### src/hdl/zero_crossing_period_tracker_core_assert.svh
// ----------------------------------------------------------------------------
// zero_crossing_period_tracker_core assertion macros
// Concurrent assertion helpers clocked on i_clk, disabled during reset.
// ----------------------------------------------------------------------------
`ifndef ZERO_CROSSING_PERIOD_TRACKER_CORE_ASSERT_SVH
`define ZERO_CROSSING_PERIOD_TRACKER_CORE_ASSERT_SVH

// antecedent implies consequent in the same cycle
`define ZCPT_ASSERT_IMP(lbl, ante, cons) \
    lbl: assert property (@(posedge i_clk) disable iff (!i_rst_n) (ante) |-> (cons)) \
        else $error("zcpt assertion failed");

// expression holds on every cycle out of reset
`define ZCPT_ASSERT_ALWAYS(lbl, expr) \
    lbl: assert property (@(posedge i_clk) disable iff (!i_rst_n) (expr)) \
        else $error("zcpt invariant failed");

`endif

### src/hdl/zcpt_pkg.sv
// ----------------------------------------------------------------------------
// zcpt_pkg
// Shared constants, state entry type and sign codes of the period tracker.
// ----------------------------------------------------------------------------
package zcpt_pkg;

    localparam int CHANNELS = 8;
    localparam int CH_W     = 3;
    localparam int SAMPLE_W = 32;
    localparam int COUNT_W  = 32;
    localparam int OUT_W    = 32;

    localparam logic [1:0] SIGN_NONE = 2'd0;
    localparam logic [1:0] SIGN_POS  = 2'd1;
    localparam logic [1:0] SIGN_NEG  = 2'd2;

    localparam logic [1:0] CROSS_CLOSE = 2'd3;
    localparam logic [1:0] CROSS_FIRST = 2'd1;

    localparam logic [COUNT_W-1:0] COUNT_MAX = '1;

    typedef struct packed {
        logic [1:0]         last_sign;
        logic [1:0]         crossing;
        logic [COUNT_W-1:0] sample_cnt;
        logic [COUNT_W-1:0] shortest;
        logic [COUNT_W-1:0] longest;
    } t_entry;

endpackage

### src/hdl/zero_crossing_period_tracker_core.sv
// Pipeline: an accepted word and its state read are registered, then the result word.
// Throughput: one word per cycle while the sink is ready; state read on accept, updated
// and written back when it advances, with forwarding when the same channel follows itself.
// Reset: synchronous, active low; clears the per-channel valid flags of the
// state memory (no clearing pass) and empties the pipeline.
`include "zero_crossing_period_tracker_core_assert.svh"
// ----------------------------------------------------------------------------
// zero_crossing_period_tracker_core
// Per-channel zero crossing period tracker, min/max period per sample.
// ----------------------------------------------------------------------------
module zero_crossing_period_tracker_core
    import zcpt_pkg::*;
(
    input  logic        i_clk,
    input  logic        i_rst_n,
    input  logic        i_s_tvalid,
    output logic        o_s_tready,
    input  logic [39:0] i_s_tdata,   // channel[2:0], sample_bits[34:3]
    output logic        o_m_tvalid,
    input  logic        i_m_tready,
    output logic [71:0] o_m_tdata,   // channel_out[2:0], min_period[34:3], max_period[66:35]
    output logic [0:0]  o_m_tuser    // period_closed[0]
);

    localparam logic [CH_W:0] CH_LIMIT = (CH_W+1)'(CHANNELS);

    logic                accept;
    logic                s1_adv;
    logic                wr_en;
    t_entry              rd_entry;
    t_entry              s1_entry;
    t_entry              upd_entry;
    logic                upd_closed;

    logic                r_s1_vld;
    logic [CH_W-1:0]     r_s1_ch;
    logic [SAMPLE_W-1:0] r_s1_bits;
    logic                r_s1_inrange;
    logic                r_fwd;
    logic                n_fwd;
    t_entry              r_fwd_entry;

    logic                r_out_vld;
    logic [CH_W-1:0]     r_out_ch;
    logic [OUT_W-1:0]    r_out_min;
    logic [OUT_W-1:0]    r_out_max;
    logic                r_out_closed;

    assign s1_adv     = r_s1_vld && (!r_out_vld || i_m_tready);
    assign o_s_tready = !r_s1_vld || s1_adv;
    assign accept     = i_s_tvalid && o_s_tready;
    assign wr_en      = s1_adv && r_s1_inrange;
    assign n_fwd      = wr_en && accept && (i_s_tdata[CH_W-1:0] == r_s1_ch);

    zcpt_state_ram u_ram (
        .i_clk     (i_clk),
        .i_rst_n   (i_rst_n),
        .i_rd_en   (accept),
        .i_rd_addr (i_s_tdata[CH_W-1:0]),
        .o_rd_data (rd_entry),
        .i_wr_en   (wr_en),
        .i_wr_addr (r_s1_ch),
        .i_wr_data (upd_entry)
    );

    assign s1_entry = r_fwd ? r_fwd_entry : rd_entry;

    zcpt_update u_upd (
        .i_bits   (r_s1_bits),
        .i_entry  (s1_entry),
        .o_entry  (upd_entry),
        .o_closed (upd_closed)
    );

    always_ff @(posedge i_clk) begin
        if (!i_rst_n) begin
            r_s1_vld  <= 1'b0;
            r_fwd     <= 1'b0;
            r_out_vld <= 1'b0;
        end else begin
            if (accept) begin
                r_s1_vld <= 1'b1;
                r_fwd    <= n_fwd;
            end else if (s1_adv) begin
                r_s1_vld <= 1'b0;
            end
            if (s1_adv) begin
                r_out_vld <= 1'b1;
            end else if (i_m_tready) begin
                r_out_vld <= 1'b0;
            end
        end
    end

    always_ff @(posedge i_clk) begin
        if (accept) begin
            r_s1_ch      <= i_s_tdata[CH_W-1:0];
            r_s1_bits    <= i_s_tdata[CH_W+SAMPLE_W-1:CH_W];
            r_s1_inrange <= ({1'b0, i_s_tdata[CH_W-1:0]} < CH_LIMIT);
        end
        if (n_fwd) begin
            r_fwd_entry <= upd_entry;
        end
        if (s1_adv) begin
            r_out_ch <= r_s1_ch;
            if (r_s1_inrange) begin
                r_out_min    <= upd_entry.shortest[OUT_W-1:0];
                r_out_max    <= upd_entry.longest[OUT_W-1:0];
                r_out_closed <= upd_closed;
            end else begin
                r_out_min    <= '0;
                r_out_max    <= '0;
                r_out_closed <= 1'b0;
            end
        end
    end

    assign o_m_tvalid = r_out_vld;
    assign o_m_tdata  = {5'd0, r_out_max, r_out_min, r_out_ch};
    assign o_m_tuser  = r_out_closed;

    `ZCPT_ASSERT_IMP(a_closed_sets_both, r_out_vld && r_out_closed, r_out_min != '0 && r_out_max != '0)
    `ZCPT_ASSERT_IMP(a_min_le_max, r_out_vld, r_out_min <= r_out_max)
    `ZCPT_ASSERT_IMP(a_unset_together, r_out_vld, (r_out_min == '0) == (r_out_max == '0))
    `ZCPT_ASSERT_IMP(a_ready_when_empty, !r_out_vld, o_s_tready)

endmodule

### src/hdl/zcpt_state_ram.sv
// ----------------------------------------------------------------------------
// zcpt_state_ram
// Per-channel state memory, one read and one write port, registered read.
// Valid flags make unwritten entries read as the cleared state.
// ----------------------------------------------------------------------------
module zcpt_state_ram
    import zcpt_pkg::*;
(
    input  logic            i_clk,
    input  logic            i_rst_n,
    input  logic            i_rd_en,
    input  logic [CH_W-1:0] i_rd_addr,
    output t_entry          o_rd_data,
    input  logic            i_wr_en,
    input  logic [CH_W-1:0] i_wr_addr,
    input  t_entry          i_wr_data
);

    t_entry               r_mem [CHANNELS];
    logic [CHANNELS-1:0]  r_vld;
    t_entry               r_rd_data;
    logic                 r_rd_vld;

    always_ff @(posedge i_clk) begin
        if (i_wr_en) begin
            r_mem[i_wr_addr] <= i_wr_data;
        end
        if (i_rd_en) begin
            r_rd_data <= r_mem[i_rd_addr];
        end
    end

    always_ff @(posedge i_clk) begin
        if (!i_rst_n) begin
            r_vld    <= '0;
            r_rd_vld <= 1'b0;
        end else begin
            if (i_rd_en) begin
                r_rd_vld <= r_vld[i_rd_addr];
            end
            if (i_wr_en) begin
                r_vld[i_wr_addr] <= 1'b1;
            end
        end
    end

    assign o_rd_data = r_rd_vld ? r_rd_data : '0;

endmodule

### src/hdl/zcpt_update.sv
// ----------------------------------------------------------------------------
// zcpt_update
// Classifies one sample and computes the channel's next state entry.
// ----------------------------------------------------------------------------
module zcpt_update
    import zcpt_pkg::*;
(
    input  logic [SAMPLE_W-1:0] i_bits,
    input  t_entry              i_entry,
    output t_entry              o_entry,
    output logic                o_closed
);

    logic [1:0]         cls;
    logic               is_zero;
    logic               is_nan;
    logic               is_cross;
    logic [1:0]         cross_n;
    logic [COUNT_W-1:0] cnt_inc;

    always_comb begin
        is_zero = (i_bits[SAMPLE_W-2:0] == '0);
        is_nan  = (i_bits[SAMPLE_W-2:0] > 31'h7F80_0000);
        if (is_zero || is_nan) begin
            cls = SIGN_NONE;
        end else if (i_bits[SAMPLE_W-1]) begin
            cls = SIGN_NEG;
        end else begin
            cls = SIGN_POS;
        end

        cnt_inc  = (i_entry.sample_cnt != COUNT_MAX) ? i_entry.sample_cnt + 1'b1
                                                     : i_entry.sample_cnt;
        is_cross = is_zero
                || (cls == SIGN_NEG && i_entry.last_sign == SIGN_POS)
                || (cls == SIGN_POS && i_entry.last_sign == SIGN_NEG);
        cross_n  = i_entry.crossing + 2'd1;

        o_entry            = i_entry;
        o_entry.last_sign  = cls;
        o_entry.sample_cnt = cnt_inc;
        o_closed           = 1'b0;
        if (is_cross) begin
            o_entry.crossing = cross_n;
            if (cross_n == CROSS_CLOSE) begin
                o_closed           = 1'b1;
                o_entry.crossing   = CROSS_FIRST;
                o_entry.sample_cnt = {{(COUNT_W-1){1'b0}}, 1'b1};
                if (cnt_inc > i_entry.longest || i_entry.longest == '0) begin
                    o_entry.longest = cnt_inc;
                end
                if (cnt_inc < i_entry.shortest || i_entry.shortest == '0) begin
                    o_entry.shortest = cnt_inc;
                end
            end
        end
    end

endmodule

### config.mk
export PLATFORM = sky130hd
export DESIGN_NAME = zero_crossing_period_tracker_core
export DESIGN_NICKNAME = d
export VERILOG_FILES = /design/src/hdl/zcpt_pkg.sv /design/src/hdl/zero_crossing_period_tracker_core.sv /design/src/hdl/zcpt_state_ram.sv /design/src/hdl/zcpt_update.sv
export VERILOG_INCLUDE_DIRS = /design/src /design/src/hdl
export SDC_FILE = /design/constraint.sdc
export NUM_CORES = 1
export LEC_CHECK = 0
export ABC_AREA = 1
export ABC_CLOCK_PERIOD_IN_PS = 10300
export CORE_MARGIN = 4
export CORE_UTILIZATION = 57
export CTS_BUF_LIST = sky130_fd_sc_hd__clkbuf_4 sky130_fd_sc_hd__clkbuf_8 sky130_fd_sc_hd__clkbuf_16
export CTS_CLUSTER_DIAMETER = 120
export CTS_CLUSTER_SIZE = 40
export DETAILED_ROUTE_END_ITERATION = 7
export DONT_BUFFER_PORTS = 1
export PLACE_DENSITY = 0.86
export SYNTH_ARGS = -nofsm -noshare
export SYNTH_HDL_FRONTEND = slang
export SYNTH_HIERARCHICAL = 1
export SYNTH_SLANG_ARGS = --single-unit
### constraint.sdc
create_clock -name i_clk -period 10.3 [get_ports i_clk]
set_input_delay 2.06 -clock i_clk [delete_from_list [all_inputs] [get_ports i_clk]]
set_output_delay 2.06 -clock i_clk [all_outputs]
set_load 0.005 [all_outputs]
==> summary by stage <==
Synthesis
Synthesis handed over a netlist of 3,703 instances. The synthesized-area fraction occupied by and/or/nand/nor cells is 10.7%. Multiplexer cells account for 3.12% of the synthesized area.

The adder-cell share of the synthesized area is under 10%. The largest family of logic cells by synthesized area is simple AND/OR/NAND/NOR gates. The count of synthesis-stage warnings from yosys is 6. The mapped cell area is 0.0468 mm2.

After synthesis, the netlist uses 48 different library cells. The synthesized design devotes to its leading area cell type 70.7% of total area. After synthesis the netlist holds a flip-flop and latch count of 1,115.

The mean instance size in the synthesized netlist is 12.6 um2. In the post-synthesis netlist, the biggest area contributors are edfxtp_1, nand2_1, o21ai_0. The complex-gate fraction of the synthesized area is 7.98%.

The largest area contributor in the netlist is edfxtp_1. Summing the sequential cell areas from Yosys gives a little under three quarters of the chip area. Summing the areas of all xor and xnor instances in the mapped netlist gives less than 1% of the synthesized area.

Route
The remaining routing DRC violations is 0. The routed length per instance is 23.1 um. After detailed routing, the number of vias per cell comes to 6.28. The routed layout has 29,200 vias. In this run, the number of DRC markers left after iteration 0 of detailed routing was around 4,300. After detailed routing, the total wire length is approximately 110,000 um. The iteration count of the initial detailed-routing pass is 6.

The count of antenna-violating nets left after detailed routing is 0.

Cells and area
Leaving out fill and tap cells, the most frequent cell in the layout is edfxtp_1. The area growth from synthesis to layout is 3.28%. The finished layout holds 4,659 standard cells, fillers aside. The top cell types in the final layout, fill and taps aside, are edfxtp_1, nand2_1, nor2_1. The number of antenna diodes in the final layout is 0. The final-stage net count is 3,695.

Cells with a size suffix above 1 make up 6.36% of the layout. The filler cells instantiated in the layout total between 5,000 and 6,000. The area of all placed cells without fillers is between 0.04 and 0.05 mm2.

Pwr
The power after layout is 0.00771 W. For this design the total switching power over the nets is 0.00172 W. The switching fraction of total power is 22.4%. The internal power of the cells totals 0.00599 W. The clock network burns 25.2% of the power. The logic gate share of total power is 7.9%. For this design the static power due to leakage is 17.3 nW. The sequential share of power is 66.9%. The total power density per cell area is 159 mW/mm2. The maximum ir drop on the vdd rail is 0.000205 V.

Worst setup path
The depth of the worst register-to-register path is 25. The worst setup path is captured at a flop. The critical path start-end classification is flop to flop. The internal reg-to-reg setup slack is 2.32 ns. In this run the critical register-to-register path is launched from r_fwd. The endpoint identified for the worst register-to-register timing path is u_ram/r_mem[2][4]. The data arrival time of the worst path is between 8 and 9 ns. In this run the worst setup path terminates at u_ram/r_mem[2][4].

The source of the critical timing path is r_fwd. The critical path startpoint category is a flop. In this run the worst path has a maximum fanout of 33. The required time of the critical path is approximately 11 ns.

GRT
The initial antenna violation count is 2. The first global-routing pass estimated 162,000 um of wire. The via count of the first global-routing pass is 28,200. Global routing consumed, over all layers together, 24.1% of the routing resources. The maximum number of pins on one net before global-route repair is 409. The global-route congestion overflow total is 0.

Clock tree
TritonCTS built the clock tree. The clock root buffer master is clkbuf_16. The number of buffers on the longest clock path is 3. After clock tree synthesis, the setup repair step added 0 buffers. After clock tree synthesis, the repair step resized 0 gates. The TritonCTS sink count is 1,115.

The H-tree generated during clock tree synthesis spans 2 levels. The later pin in the worst-skew pair is clocked with a latency of 0.64 ns. The total clock buffers created by CTS is 34. After clock tree synthesis, the clock-pin slew on the worst setup and hold paths is 0.14 ns. The cts-stage hold buffer count is 0.

Timing
The transition time of the tightest slew-check pin is 1.34 ns. For the finished layout, the period the worst path requires is 7.98 ns. The worst relative slew slack is under 10%. The worst clock skew is between 0.05 and 0.06 ns. The smallest hold slack is 0.489 ns. The highest clock frequency the design can meet is between 100 and 150 MHz. Setup repair after global routing left no endpoint under its margin.

After layout, the worst path uses 77.4% of the clock period. The final number of hold-violating endpoints is 0. For the final routed database, the setup TNS stands at 0 ns. The total of endpoints with negative setup slack in the final report is 0.

The max-slew violation total from the final report is 0.

Placement
The cell count after placement is 4,611. The area after detailed placement is 0.0473 mm2. The congestion estimate from routability-driven global placement came to 0.867. Once detailed placement completed, the half-perimeter wirelength came to 58,200 um. The total of buffers placed on input and output ports is 0.

Status
The flow ran to the end, and the final reports show no timing, DRC or antenna violations.

Floorplan
The number of top-level pins is between 100 and 150. The die is ~290 um tall. The die boundary width is 295 um. The core footprint is 0.0809 mm2. After floorplanning, the core was divided into around 100 placement rows. For this configuration, the core starts out at a cell density of approximately 58%. The total die area is ~0.087 mm2.

Min path
In this run the worst hold path is classified as flop to flop.

Job
The count of max-cap constraint violations is 0.
[per-layer routing]
layer	vias to the layer above	wire, um	part of all wire [%]	global-route usage [%]
met3	316	12600	12	3.90
met2	2090	51600	48	40.1
met1	14000	38500	36	31.4
met5	-	0	0	0
met4	0	5160	4.8	11.1
li1	12800	-	-	-
[state kept, by name, summed over array words and instances, names as in the netlist]
register / flops
u_ram/r_mem: 800
r_fwd_entry: 100
u_ram/r_rd_data: 100
r_out_max: 32
r_out_min: 32
r_s1_bits: 32
u_ram/r_vld: 8
r_out_ch: 3
r_s1_ch: 3
o_m_tuser: 1
o_m_tvalid: 1
r_fwd: 1
r_s1_vld: 1
u_ram/r_rd_vld: 1
[critical path: stages, from the launching register on]
cell       delay, ns
dfxtp_4         0.81
buf_4           0.65
mux2_4          0.39
ha_1            0.23
nand2_1         0.12
nor2_2          0.07
nand2_2         0.12
nor2_4          0.07
nand2_2         0.13
nand3_1         0.11
nor2_1          0.24
nand2_1         0.20
nor4_2          0.32
nand2_1         0.12
xnor2_1         0.77
buf_4           0.28
ha_1            0.14
nand4_1         0.09
inv_1           0.09
nand2_1         0.10
nor4_1          0.54
nand4_1         0.23
a2bb2oi_1       0.33
nor2_4          0.19
buf_4           0.27
o21ai_0         0.94
[layout make-up]
cell class,count,area (um2),share of cell area (%)
inverter,255,985,2.04
clock buffer,41,921,1.90
sequential,1115,33400,69.0
timing repair buffer,45,350,0.724
clock inverter,7,115,0.238
multi-input combinational,2136,11300,23.4
tap,1060,1330,2.74
[power groups by stage]
| stage | sequential, W | combinational, W | clock [W] |
|---|---|---|---|
| finish | 0.00516 | 0.000609 | 0.00194 |
| floorplan | 0.00525 | 0.000464 | 0 |
| global placement | 0.00526 | 0.000556 | 0 |
| global route | 0.00517 | 0.000663 | 0.00211 |
| detailed placement | 0.00526 | 0.000588 | 0 |
| CTS | 0.00516 | 0.000593 | 0.00196 |
[stage by stage]
| stage | util [%] | setup WS [ns] |
|---|---|---|
| floorplan | - | -0.648 |
| global placement | 58.5 | 3.38 |
| detailed placement | 58.5 | 2.86 |
| CTS | 59.8 | 2.80 |
| global route | 59.8 | 2.16 |
| finish | 59.8 | 2.32 |
[kinds of logic (layout without fill, tap and decap cells)]
kind of cell | after synthesis | in the layout
simple gates | 1253 | 1253
flops | 1115 | 1115
compound gates | 690 | 690
buf+inv | 456 | 348
mux | 100 | 100
fa+ha+maj | 64 | 64
xor+xnor | 24 | 24
other cells | 1 | 5
[cell usage after synthesis, drive strengths merged]
library cell / count
nor3: 12
edfxtp: 1103
nand3: 69
nor4: 24
o21bai: 1
o221ai: 1
o22ai: 200
or2: 2
buf: 105
a2111oi: 1
nor2: 516
nand2: 609
xnor2: 5
o21ai: 439
nor3b: 1
inv: 255
a211oi: 2
xor2: 19
a21oi: 39
a2bb2oi: 1
o21a: 2
dfxtp: 12
nand3b: 1
clkbuf: 96
o221a: 1
nand4: 19
conb: 1
o211ai: 1
a31oi: 2
mux2: 100
ha: 64
[worst min-delay path by stage]
stage                              start              to  slack, ns  cells after the start
after floorplan           u_ram/r_vld[0]  u_ram/r_vld[0]       0.44                      2
after global routing      u_ram/r_vld[6]  u_ram/r_vld[6]       0.51                      2
after CTS                 u_ram/r_vld[2]  u_ram/r_vld[2]       0.49                      2
after detailed placement  u_ram/r_vld[4]  u_ram/r_vld[4]       0.46                      2
final                     u_ram/r_vld[2]  u_ram/r_vld[2]       0.49                      2
after global placement    u_ram/r_vld[5]  u_ram/r_vld[5]       0.45                      2
No activity file was read; power rests on OpenSTA's default activity.
